**src/hdl/rgb_terrain_classifier_assert.svh**
```systemverilog
// assertion macros shared by the classifier modules
`ifndef RGB_TERRAIN_CLASSIFIER_ASSERT_SVH
`define RGB_TERRAIN_CLASSIFIER_ASSERT_SVH

// same-cycle implication, disabled while in reset
`define RTC_ASSERT_SAME(lbl, clk, rst_n, ante, cons, msg) \
	lbl: assert property (@(posedge clk) disable iff (!(rst_n)) (ante) |-> (cons)) \
		else $error(msg);

// next-cycle implication, disabled while in reset
`define RTC_ASSERT_NEXT(lbl, clk, rst_n, ante, cons, msg) \
	lbl: assert property (@(posedge clk) disable iff (!(rst_n)) (ante) |=> (cons)) \
		else $error(msg);

`endif

```
**src/hdl/rtc_pkg.sv**
```systemverilog
package rtc_pkg;

	// pixel channel and sums
	typedef logic [7:0] chan_t;
	typedef logic [9:0] sum_t;
	typedef logic [15:0] prod_t;
	typedef logic [3:0] cls_t;
	typedef logic [2:0] reg_idx_t;

	// register indexes
	localparam reg_idx_t REG_DEEP_OCEAN   = 3'd0;
	localparam reg_idx_t REG_OCEAN        = 3'd1;
	localparam reg_idx_t REG_COASTAL_MAX  = 3'd2;
	localparam reg_idx_t REG_DESERT       = 3'd3;
	localparam reg_idx_t REG_MOUNTAIN_MIN = 3'd4;
	localparam reg_idx_t REG_MOUNTAIN_MAX = 3'd5;
	localparam reg_idx_t REG_SNOW_BRIGHT  = 3'd6;
	localparam reg_idx_t REG_SNOW_DARK    = 3'd7;

	// terrain class codes
	localparam cls_t CLS_GRASS        = 4'd0;
	localparam cls_t CLS_SNOW         = 4'd1;
	localparam cls_t CLS_DEEP_OCEAN   = 4'd2;
	localparam cls_t CLS_OCEAN        = 4'd3;
	localparam cls_t CLS_SHALLOW      = 4'd4;
	localparam cls_t CLS_DESERT       = 4'd5;
	localparam cls_t CLS_LIGHT_DESERT = 4'd6;
	localparam cls_t CLS_FOREST       = 4'd7;
	localparam cls_t CLS_DARK_FOREST  = 4'd8;
	localparam cls_t CLS_MOUNTAIN     = 4'd9;

	// fixed sum limits for the light desert and dark forest splits
	localparam sum_t LIGHT_DESERT_SUM = 10'd540;
	localparam sum_t DARK_FOREST_SUM  = 10'd210;

	// register reset values
	localparam chan_t RST_DEEP_OCEAN   = 8'd30;
	localparam chan_t RST_OCEAN        = 8'd100;
	localparam chan_t RST_COASTAL_MAX  = 8'd160;
	localparam chan_t RST_DESERT       = 8'd140;
	localparam chan_t RST_MOUNTAIN_MIN = 8'd80;
	localparam chan_t RST_MOUNTAIN_MAX = 8'd180;
	localparam chan_t RST_SNOW_BRIGHT  = 8'd140;
	localparam chan_t RST_SNOW_DARK    = 8'd130;

	typedef struct packed {
		chan_t deep_ocean_level;
		chan_t ocean_level;
		chan_t coastal_max_level;
		chan_t desert_level;
		chan_t mountain_min_level;
		chan_t mountain_max_level;
		chan_t snow_bright_level;
		chan_t snow_dark_level;
	} cfg_t;

	// intensity level to sum scale: 3 * level, fits 10 bits
	function automatic sum_t lvl3(input chan_t lvl);
		return sum_t'({2'b00, lvl}) * sum_t'(3);
	endfunction

endpackage

```
**src/hdl/rtc_if.sv**
```systemverilog
// pixel word channel
interface rtc_pix_if import rtc_pkg::*; ();
	logic  valid;
	logic  ready;
	chan_t red;
	chan_t green;
	chan_t blue;
	modport source (output valid, output red, output green, output blue, input ready);
	modport sink (input valid, input red, input green, input blue, output ready);
endinterface

// terrain class word channel
interface rtc_cls_if import rtc_pkg::*; ();
	logic valid;
	logic ready;
	cls_t terrain_class;
	modport source (output valid, output terrain_class, input ready);
	modport sink (input valid, input terrain_class, output ready);
endinterface

// register write channel
interface rtc_cfg_if import rtc_pkg::*; ();
	logic     valid;
	logic     ready;
	reg_idx_t index;
	chan_t    data;
	modport source (output valid, output index, output data, input ready);
	modport sink (input valid, input index, input data, output ready);
endinterface

```
**src/hdl/rtc_cfg_regs.sv**
```systemverilog
`include "rgb_terrain_classifier_assert.svh"

module rtc_cfg_regs import rtc_pkg::*; (
	input  logic       clk,
	input  logic       arst_n,
	rtc_cfg_if.sink    cfg,
	output cfg_t       levels
);

	cfg_t levels_q;

	// writes are always taken
	assign cfg.ready = 1'b1;
	assign levels = levels_q;

	// register file
	always_ff @(posedge clk or negedge arst_n) begin
		if (!arst_n) begin
			levels_q.deep_ocean_level   <= RST_DEEP_OCEAN;
			levels_q.ocean_level        <= RST_OCEAN;
			levels_q.coastal_max_level  <= RST_COASTAL_MAX;
			levels_q.desert_level       <= RST_DESERT;
			levels_q.mountain_min_level <= RST_MOUNTAIN_MIN;
			levels_q.mountain_max_level <= RST_MOUNTAIN_MAX;
			levels_q.snow_bright_level  <= RST_SNOW_BRIGHT;
			levels_q.snow_dark_level    <= RST_SNOW_DARK;
		end else if (cfg.valid && cfg.ready) begin
			unique case (cfg.index)
				REG_DEEP_OCEAN:   levels_q.deep_ocean_level   <= cfg.data;
				REG_OCEAN:        levels_q.ocean_level        <= cfg.data;
				REG_COASTAL_MAX:  levels_q.coastal_max_level  <= cfg.data;
				REG_DESERT:       levels_q.desert_level       <= cfg.data;
				REG_MOUNTAIN_MIN: levels_q.mountain_min_level <= cfg.data;
				REG_MOUNTAIN_MAX: levels_q.mountain_max_level <= cfg.data;
				REG_SNOW_BRIGHT:  levels_q.snow_bright_level  <= cfg.data;
				REG_SNOW_DARK:    levels_q.snow_dark_level    <= cfg.data;
				default: ;
			endcase
		end
	end

	// a write to the deep ocean register lands there; without such a write it holds
	`RTC_ASSERT_NEXT(a_deep_write, clk, arst_n, cfg.valid && cfg.ready && cfg.index == REG_DEEP_OCEAN, levels_q.deep_ocean_level == $past(cfg.data), "deep ocean level not written")
	`RTC_ASSERT_NEXT(a_deep_hold, clk, arst_n, !(cfg.valid && cfg.ready && cfg.index == REG_DEEP_OCEAN), $stable(levels_q.deep_ocean_level), "deep ocean level changed without write")

endmodule

```
**src/hdl/rtc_classify.sv**
```systemverilog
module rtc_classify import rtc_pkg::*; (
	input  chan_t red,
	input  chan_t green,
	input  chan_t blue,
	input  cfg_t  levels,
	output cls_t  terrain_class
);

	sum_t  s;
	prod_t r16, g16, b16, t16;
	prod_t drg, drb;
	logic  bal_snow, bal_coast;
	logic  snow_hi_ok, snow_lo_ok, is_snow;
	logic  water_deep, water_coast, water_hit, water_is_deep;
	logic  desert_hit, forest_hit, mount_hit;

	// channel sum and denominator
	always_comb begin
		s   = sum_t'(red) + sum_t'(green) + sum_t'(blue);
		r16 = prod_t'(red);
		g16 = prod_t'(green);
		b16 = prod_t'(blue);
		t16 = prod_t'(s) + prod_t'(1);
		drg = (red > green) ? prod_t'(red - green) : prod_t'(green - red);
		drb = (red > blue) ? prod_t'(red - blue) : prod_t'(blue - red);
	end

	// balance tests
	assign bal_snow  = (drg * prod_t'(10) < t16) && (drb * prod_t'(10) < t16);
	assign bal_coast = (drg * prod_t'(100) < t16 * prod_t'(15)) &&
		(drb * prod_t'(100) < t16 * prod_t'(15));

	// snow
	assign snow_hi_ok = (s > lvl3(levels.snow_bright_level)) &&
		(r16 * prod_t'(10) > t16 * prod_t'(3)) &&
		(g16 * prod_t'(10) > t16 * prod_t'(3)) &&
		(b16 * prod_t'(10) > t16 * prod_t'(3));
	assign snow_lo_ok = (s > lvl3(levels.snow_dark_level)) &&
		(r16 * prod_t'(100) > t16 * prod_t'(31)) &&
		(g16 * prod_t'(100) > t16 * prod_t'(31)) &&
		(b16 * prod_t'(100) > t16 * prod_t'(31));
	assign is_snow = bal_snow && (snow_hi_ok || snow_lo_ok);

	// water and its depth
	assign water_deep = (b16 * prod_t'(5) > t16 * prod_t'(2)) &&
		(b16 * prod_t'(2) > r16 * prod_t'(3)) &&
		(b16 * prod_t'(2) > g16 * prod_t'(3));
	assign water_coast = (b16 * prod_t'(4) > t16) && (blue > red) && (blue > green) &&
		(s < lvl3(levels.coastal_max_level)) && bal_coast;
	assign water_hit = water_deep || water_coast;
	assign water_is_deep = (s < lvl3(levels.deep_ocean_level)) ||
		(b16 * prod_t'(25) > t16 * prod_t'(12));

	// desert
	assign desert_hit = (s > lvl3(levels.desert_level)) &&
		(r16 * prod_t'(10) > t16) &&
		(g16 * prod_t'(25) > t16 * prod_t'(7)) &&
		(b16 * prod_t'(10) < t16 * prod_t'(3));

	// forest
	assign forest_hit = (g16 * prod_t'(50) > t16 * prod_t'(19)) &&
		(g16 * prod_t'(5) > r16 * prod_t'(6)) &&
		(g16 * prod_t'(5) > b16 * prod_t'(6));

	// mountain
	assign mount_hit = (r16 * prod_t'(10) > t16 * prod_t'(3)) &&
		(r16 * prod_t'(10) > g16 * prod_t'(11)) &&
		(r16 * prod_t'(5) > b16 * prod_t'(6)) &&
		(g16 * prod_t'(10) > t16) &&
		(b16 * prod_t'(2) < t16) &&
		(s > lvl3(levels.mountain_min_level)) &&
		(s < lvl3(levels.mountain_max_level));

	// priority chain, grassland by default
	always_comb begin
		priority if (is_snow) begin
			terrain_class = CLS_SNOW;
		end else if (water_hit) begin
			if (water_is_deep) begin
				terrain_class = CLS_DEEP_OCEAN;
			end else if (s < lvl3(levels.ocean_level)) begin
				terrain_class = CLS_OCEAN;
			end else begin
				terrain_class = CLS_SHALLOW;
			end
		end else if (desert_hit) begin
			terrain_class = (s > LIGHT_DESERT_SUM) ? CLS_LIGHT_DESERT : CLS_DESERT;
		end else if (forest_hit) begin
			terrain_class = (s < DARK_FOREST_SUM) ? CLS_DARK_FOREST : CLS_FOREST;
		end else if (mount_hit) begin
			terrain_class = CLS_MOUNTAIN;
		end else begin
			terrain_class = CLS_GRASS;
		end
	end

endmodule

```
**src/hdl/rgb_terrain_classifier.sv**
```systemverilog
// channel   dir  role     word
// pixel     in   sink     red, green, blue (8 bits each)
// terrain   out  source   terrain_class (4 bits)
// cfg       in   sink     index (3 bits), data (8 bits), always ready
//
// one pixel per clock unless the output stalls; the class word is carried through
// the input register, classification logic and result register
// arst_n clears both valid bits and loads the level registers with defaults
// a stalled result holds; pixel.ready drops only when both stages are full
// and terrain.ready is low

`include "rgb_terrain_classifier_assert.svh"

module rgb_terrain_classifier import rtc_pkg::*; (
	input  logic       clk,
	input  logic       arst_n,
	rtc_pix_if.sink    pixel,
	rtc_cls_if.source  terrain,
	rtc_cfg_if.sink    cfg
);

	logic  v_s1, v_s2;
	chan_t red_s1, green_s1, blue_s1;
	cls_t  cls_s2;
	cls_t  cls_comb;
	cfg_t  levels;
	logic  s1_ready;

	rtc_cfg_regs u_cfg (
		.clk    (clk),
		.arst_n (arst_n),
		.cfg    (cfg),
		.levels (levels)
	);

	rtc_classify u_classify (
		.red           (red_s1),
		.green         (green_s1),
		.blue          (blue_s1),
		.levels        (levels),
		.terrain_class (cls_comb)
	);

	// stage handshakes
	assign s1_ready    = !v_s2 || terrain.ready;
	assign pixel.ready = !v_s1 || s1_ready;

	// input register
	always_ff @(posedge clk or negedge arst_n) begin
		if (!arst_n) begin
			v_s1 <= 1'b0;
		end else if (pixel.ready) begin
			v_s1 <= pixel.valid;
		end
	end

	always_ff @(posedge clk) begin
		if (pixel.valid && pixel.ready) begin
			red_s1   <= pixel.red;
			green_s1 <= pixel.green;
			blue_s1  <= pixel.blue;
		end
	end

	// result register
	always_ff @(posedge clk or negedge arst_n) begin
		if (!arst_n) begin
			v_s2 <= 1'b0;
		end else if (s1_ready) begin
			v_s2 <= v_s1;
		end
	end

	always_ff @(posedge clk) begin
		if (v_s1 && s1_ready) begin
			cls_s2 <= cls_comb;
		end
	end

	assign terrain.valid         = v_s2;
	assign terrain.terrain_class = cls_s2;

	`RTC_ASSERT_NEXT(a_accept_fills_s1, clk, arst_n, pixel.valid && pixel.ready, v_s1, "accepted word lost at input register")
	`RTC_ASSERT_NEXT(a_s1_moves_on, clk, arst_n, v_s1 && s1_ready, v_s2 && cls_s2 == $past(cls_comb), "input stage word not carried to result register")
	`RTC_ASSERT_SAME(a_class_range, clk, arst_n, v_s2, cls_s2 <= CLS_MOUNTAIN, "class code out of range")
	`RTC_ASSERT_SAME(a_no_block_when_free, clk, arst_n, terrain.ready, pixel.ready, "input stalled while output side is free")

endmodule

```
**src/flat_wrapper.sv**
```systemverilog
// flat-port wrapper written by rule: the top's interface ports become plain ports
module rgb_terrain_classifier_flat import rtc_pkg::*;
  (clk, arst_n, pixel_valid, pixel_red, pixel_green, pixel_blue, pixel_ready, terrain_valid, terrain_terrain_class, terrain_ready, cfg_valid, cfg_index, cfg_data, cfg_ready);
  rtc_pix_if pixel_i ();
  rtc_cls_if terrain_i ();
  rtc_cfg_if cfg_i ();
  input  logic clk;
  input  logic arst_n;
  input wire logic [$bits(pixel_i.valid)-1:0] pixel_valid;
  input wire logic [$bits(pixel_i.red)-1:0] pixel_red;
  input wire logic [$bits(pixel_i.green)-1:0] pixel_green;
  input wire logic [$bits(pixel_i.blue)-1:0] pixel_blue;
  output wire logic [$bits(pixel_i.ready)-1:0] pixel_ready;
  output wire logic [$bits(terrain_i.valid)-1:0] terrain_valid;
  output wire logic [$bits(terrain_i.terrain_class)-1:0] terrain_terrain_class;
  input wire logic [$bits(terrain_i.ready)-1:0] terrain_ready;
  input wire logic [$bits(cfg_i.valid)-1:0] cfg_valid;
  input wire logic [$bits(cfg_i.index)-1:0] cfg_index;
  input wire logic [$bits(cfg_i.data)-1:0] cfg_data;
  output wire logic [$bits(cfg_i.ready)-1:0] cfg_ready;
  assign pixel_i.valid = pixel_valid;
  assign pixel_i.red = pixel_red;
  assign pixel_i.green = pixel_green;
  assign pixel_i.blue = pixel_blue;
  assign pixel_ready = pixel_i.ready;
  assign terrain_valid = terrain_i.valid;
  assign terrain_terrain_class = terrain_i.terrain_class;
  assign terrain_i.ready = terrain_ready;
  assign cfg_i.valid = cfg_valid;
  assign cfg_i.index = cfg_index;
  assign cfg_i.data = cfg_data;
  assign cfg_ready = cfg_i.ready;
  rgb_terrain_classifier u_core (.clk(clk), .arst_n(arst_n), .pixel(pixel_i), .terrain(terrain_i), .cfg(cfg_i));
endmodule
```
**config.mk**
```make
export PLATFORM = sky130hd
export DESIGN_NAME = rgb_terrain_classifier_flat
export DESIGN_NICKNAME = d
export VERILOG_FILES = /design/src/hdl/rtc_pkg.sv /design/src/hdl/rtc_if.sv /design/src/hdl/rtc_cfg_regs.sv /design/src/hdl/rtc_classify.sv /design/src/hdl/rgb_terrain_classifier.sv /design/src/flat_wrapper.sv
export VERILOG_INCLUDE_DIRS = /design/src /design/src/hdl
export SDC_FILE = /design/constraint.sdc
export NUM_CORES = 1
export LEC_CHECK = 0
export ABC_AREA = 0
export BUFFER_PORTS_ARGS = -buffer_cell sky130_fd_sc_hd__buf_2
export CORE_ASPECT_RATIO = 1.5
export CORE_MARGIN = 10
export CORE_UTILIZATION = 45
export CTS_BUF_LIST = sky130_fd_sc_hd__clkbuf_2
export DETAILED_ROUTE_END_ITERATION = 8
export SETUP_SLACK_MARGIN = 0.2
export SYNTH_ARGS = -nofsm -noshare
export SYNTH_HDL_FRONTEND = slang
export SYNTH_SLANG_ARGS = --single-unit
```
**constraint.sdc**
```tcl
create_clock -name clk -period 12.2 [get_ports clk]
set_input_delay 1.22 -clock clk [delete_from_list [all_inputs] [get_ports clk]]
set_output_delay 1.22 -clock clk [all_outputs]
set_load 0.005 [all_outputs]
```
### Yosys cells after proc, flatten, opt, wreduce, memory -nomap -nowiden

Cells that the tools add are included.

* add/sub/neg operators: 7
* multiply operators: 35
* $lt $le $gt $ge: 39
* eq/ne operators: 7
* muxes and demuxes: 10
* reductions and logical operators: 44

Operators with widths (number)
* $mul 8x2->10 const B: 12
* $mul 8x5->13 const B: 6
* $mul 8x3->11 const B: 6
* $gt 15x16->1: 3
* $gt 10x10->1: 4
* $lt 10x10->1: 4
* $sub 8x8->9: 4
* $gt 16x11->1: 2
* $gt 16x16->1: 2
* $gt 8x8->1: 4
* $lt 16x11->1: 2
* $mul 11x5->16 const B: 2
* $mul 16x3->15 const B: 2
* $mul 16x5->14 const B: 2
* $mux 16: 2
* $logic_and 1x1->1: 28
* $mul 11x2->13 const B: 2
* $gt 9x10->1: 2
* $mux 4: 5
* $gt 11x16->1: 1
* $gt 14x16->1: 1
* $gt 16x13->1: 1
* $lt 12x16->1: 1
* $lt 16x15->1: 1
* 26 further kinds: 43

* bits in registers: 94
* bits of input ports: 40
* output and inout port bits: 7
* logic and storage cells: 156

### Longest topological paths before layout

* depth after elaboration: 15
* mapped depth: 41
* mapped depth without buffers: 40

### By module

A second synthesis with hierarchy kept.

* cell total of the unflattened synthesis: 2796
* area total of the unflattened synthesis: 25107.8 µm²

Modules (own cells, without submodules)
* rtc_classify: times used 1, cells each 2615, area each 21670.8 µm², sequential area each 0.0 µm²
* rtc_cfg_regs: times used 1, cells each 145, area each 2492.4 µm², sequential area each 1630.3 µm²
* rgb_terrain_classifier: times used 1, cells each 36, area each 944.7 µm², sequential area each 890.9 µm²

### Worst setup path after synthesis

Ideal clock, no wire load.

* path kind: reg2reg
* from: reg u_core.green_s1[1]
* to: reg u_core.cls_s2[3] (netlist: u_core.terrain.terrain_class[3]), data pin
* setup time: 0.263 ns
* arrival: 9.675 ns
* data required time: 11.937 ns
* slack: 2.262 ns
* stages on the path, launching flop included: 41
* path buffers: 1
* clock period less this slack: 9.938 ns
* cells stage by stage: edfxtp_1 -> inv_1 -> ha_1 -> inv_1 -> a21oi_1 -> nor2_1 -> nor2_1 -> o21bai_1 -> a21oi_1 -> xor2_1 -> ha_1 -> or3b_1 -> o221ai_1 -> nor3_2 -> buf_4 -> inv_2 -> xnor2_1 -> inv_1 -> [... 5 more ...] -> a21o_1 -> a31oi_2 -> inv_1 -> a21oi_1 -> nor2b_1 -> nor2_1 -> xor2_1 -> ha_1 -> and3_1 -> nand3_1 -> or3_1 -> o21ai_0 -> maj3_1 -> or4_1 -> o21ai_1 -> and3_1 -> o2111ai_1 -> nor4b_1

* word-level cells in the longest chain between the ends: 15
* elaborated cells on any way between the ends: 84
* classes of those cells: add/sub: 5; mul: 14; order compare: 31; mux: 6; reduce/logical: 28

RTL lines
* start: declaration: line rgb_terrain_classifier.sv:23 `chan_t red_s1, green_s1, blue_s1;`
* start signal: assignment: line rgb_terrain_classifier.sv:60 `green_s1 <= pixel.green;`
* $add 8x8->9: line rtc_classify.sv:19 `s = sum_t'(red) + sum_t'(green) + sum_t'(blue);`
* $add 10x8->10: line rtc_classify.sv:19
* $add 10x1->11: line rtc_classify.sv:23 `t16 = prod_t'(s) + prod_t'(1);`
* $mul 11x2->13
* $gt 16x13->1: line rtc_classify.sv:35, rtc_classify.sv:66
* $logic_and 1x1->1: line rtc_classify.sv:66 `assign mount_hit = (r16 * prod_t'(10) > t16 * prod_t'(3)) &&`
* $logic_and 1x1->1: line rtc_classify.sv:67 `(r16 * prod_t'(10) > g16 * prod_t'(11)) &&`
* $logic_and 1x1->1: line rtc_classify.sv:68 `(r16 * prod_t'(5) > b16 * prod_t'(6)) &&`
* $logic_and 1x1->1: line rtc_classify.sv:69 `(g16 * prod_t'(10) > t16) &&`
* $logic_and 1x1->1: line rtc_classify.sv:70 `(b16 * prod_t'(2) < t16) &&`
* $logic_and 1x1->1: line rtc_classify.sv:71 `(s > lvl3(levels.mountain_min_level)) &&`
* $mux 4: line rtc_classify.sv:90 `end else if (mount_hit) begin`
* $mux 4: line rtc_classify.sv:88 `end else if (forest_hit) begin`
* $mux 4: line rtc_classify.sv:86 `end else if (desert_hit) begin`
* $mux 4: line rtc_classify.sv:78 `end else if (water_hit) begin`
* end signal: assignment: line rgb_terrain_classifier.sv:76 `cls_s2 <= cls_comb;`
* end: declaration: line rgb_terrain_classifier.sv:24 `cls_t cls_s2;`

Several ways; a longest one is shown, not always the timed one.
A chain may end at the register's enable or synchronous reset.

### Worst setup path in the final report

* from: reg u_core.green_s1[0]
* to: reg u_core.cls_s2[3] (netlist: u_core.terrain.terrain_class[3]), data pin

Same word-level chain as after synthesis.

==> flow_summary.json <==
{
  "status": "finished with violations",
  "violations": "max-capacitance violations",
  "path_clk_slew_ps": 350,
  "fillers": 5293,
  "num_rows": 106,
  "die_area_um2": 66100,
  "hold_path.class": "flip-flop to flip-flop",
  "grt_overflow": 0,
  "gr-usage-all-layers_pct": 26.1,
  "yosys_warnings": 0,
  "synth_edf_count": 28,
  "max_freq_mhz": 91.5,
  "via_count": 21500,
  "ys_ff_latch": 94,
  "cp_slowest_cell": "fa_1",
  "r2r_cells": 35,
  "area_growth_pct": 6.55,
  "start_util_pct": 45.4,
  "path_max_fanout": 14,
  "met1_usage_pct": 27.3,
  "cts_root_buf": "clkbuf_2",
  "ys_types": 94,
  "finalSetupViolations": 0,
  "async_flop_share_pct": 70.2,
  "cts_max_level": 3,
  "required_ps": 12760,
  "antenna_found_initial": 3,
  "cts_setup_buffers": 0,
  "synthFlopType": "dfrtp_1",
  "cp_data_arrival_time_ps": 11490,
  "busiest_layer": "met2",
  "wl_mm": 86.2,
  "hpwl_mm": 73.5,
  "grt_util_met3_pct": 2.37,
  "viasPerCell": 5.93,
  "drtPass1Iterations": 7,
  "pre_cts_ws_ps": 1380,
  "worstSkewPairLatency_ps": 740,
  "io_pins": 47,
  "yosysSeqAreaShare_pct": 10.0,
  "setup_tns_ps": 0,
  "core_region_area_um2": 55600,
  "post_cts_resize_count": 0,
  "holdBufCountCts": 0,
  "rrSetupSlack_ps": 1270,
  "grt_pass1_vias": 22100,
  "netlist_area_um2": 25200,
  "drcViolationCount": 0,
  "cts_buffers": 9,
  "grt_util_met2_pct": 47.6,
  "endpoint": "u_core.terrain.terrain_class[3]",
  "chipWidth_um": 213,
  "clock-sinks": 94,
  "fin_skew_ps": 70.8,
  "wl_per_cell_um": 23.8,
  "fin_ws_ps": 1270,
  "synthCells": 2818,
  "initialDrtViolationCount": 1094,
  "maxCapViolations": 1,
  "tritoncts": "built",
  "placed_area_um2": 26700,
  "rsz0062_at_grt": "no",
  "timing.rr.start": "u_core.green_s1[0]",
  "relSlewSlack_pct": 0.757,
  "r2r_end": "u_core.terrain.terrain_class[3]",
  "multi_input_area_um2": 21500,
  "syn_area_per_cell_um2": 8.94,
  "start_kind": "flip-flop",
  "io_buffers": 45,
  "min_period_ps": 10930,
  "fin_area_um2": 26900,
  "nets": 3775,
  "worstMarginPinSlew_ps": 1480,
  "die_h_um": 310,
  "grt_max_degree": 67,
  "critPathMostFrequentCell": "inv_1",
  "clock_path_buffers": 2,
  "critPathKind": "flip-flop to flip-flop",
  "detail-route-antenna-nets": 0,
  "hold_depth": 1,
  "cp-startpoint": "u_core.green_s1[0]",
  "maxSlewViolCount": 0,
  "grt_pass1_wl_mm": 130,
  "hold_viol": 0,
  "final-seq-area_um2": 2520,
  "cp_slowest_stage_delay_ps": 890,
  "gp_congestion": 1.01,
  "layout-drive-gt1-share_pct": 8.76,
  "finalCritPeriodShare_pct": 89.6,
  "cp-end-kind": "flip-flop"
}
==> through the flow <==
| step | cells | hold WS (ps) | utilization, % |
|---|---|---|---|
| 3_3_place_gp | 3608 | 474 | 48.0 |
| 2_1_floorplan | 2832 | 449 | - |
| 5_1_grt | 3625 | 575 | 48.3 |
| 4_1_cts | 3624 | 539 | 48.3 |
| 6_report | 3625 | 537 | 48.3 |
| 3_5_place_dp | 3608 | 478 | 48.0 |
==> metal layers <==
metal / wire [um] / share of wire [%]
met1: 32300 / 37
met2: 43400 / 50
met3: 3110 / 3.6
met4: 7340 / 8.5
met5: 26 / 0.030
==> logic make-up after synthesis <==
kind of cell | synth area share, %
DFF | 10.0
AOI/OAI and AO/OA | 18.4
other | 0.0298
muxes | 3.36
buffers and inverters | 5.22
and+or+nand+nor | 10.7
adders and majority gates | 44.0
xor gates and xnor gates | 8.21
==> registers in the layout, indices dropped and copies added (netlist names) <==
register,cells
u_core.terrain.valid,1
u_core.u_cfg.levels,64
u_core.red_s1,8
u_core.v_s1,1
u_core.terrain.terrain_class,4
u_core.green_s1,8
u_core.blue_s1,8
==> critical path: cells and delay by family, from the launching register on <==
kind	cells	cell delay, ps
xor+xnor	2	1050
simple gates	8	1600
flops	1	780
compound gates	8	1570
buf+inv	7	1270
fa+ha+maj	10	4480
==> how the worst min path moves through the flow <==
stage,from,end
2_1_floorplan,u_core.v_s1,u_core.terrain.valid
3_3_place_gp,u_core.v_s1,u_core.terrain.valid
3_5_place_dp,u_core.v_s1,u_core.terrain.valid
4_1_cts,u_core.v_s1,u_core.terrain.valid
5_1_grt,u_core.v_s1,u_core.terrain.valid
6_report,u_core.v_s1,u_core.terrain.valid
==> Yosys cell counts, drive strengths merged, types with 10 or more instances <==
master	n	area share (%)
o21bai	42	1.3
o211ai	15	0.45
ha	717	36
mux2	68	3.0
dfrtp	43	4.3
or3	11	0.27
nor4	13	0.46
nand3	38	0.75
o21ai	136	2.7
a211oi	26	0.79
nor2	127	2.0
fa	101	8.0
nand2b	37	0.92
nor3	38	0.77
buf	10	0.23
a21o	111	3.3
o21a	31	0.92
a21oi	236	4.7
o31ai	12	0.36
xnor2	150	5.3
nand2	92	1.4
inv	318	4.7
a31o	17	0.59
dfstp	23	2.4
maj3	10	0.40
edfxtp	28	3.3
xor2	79	2.7
a31oi	21	0.55
and3	10	0.25
o22ai	10	0.25
and2	18	0.46
clkbuf	16	0.24
or2	10	0.25
nor2b	48	1.2
nand4	46	1.1
==> cell usage in the layout, fill, tap and decap left out, types with 68 or more instances in the layout <==
cell and n:
a21o_1 111, a21oi_1 236, fa_1 101, ha_1 717, inv_1 316, mux2_2 68
nand2_1 91, nor2_1 126, o21ai_0 133, xnor2_1 147, xor2_1 78
==> cell type report <==
class	count	share of cell area [%]
Antenna cell	1	0.00932
Clock buffer	9	0.168
Clock inverter	7	0.424
Inverter	319	4.46
Multi-Input combinational cell	2393	79.9
Sequential cell	94	9.39
Tap cell	702	3.27
Timing Repair Buffer	100	2.38
Power is not shown: default switching activity piles up to over one toggle a cycle in this logic, so the estimate is an artifact.
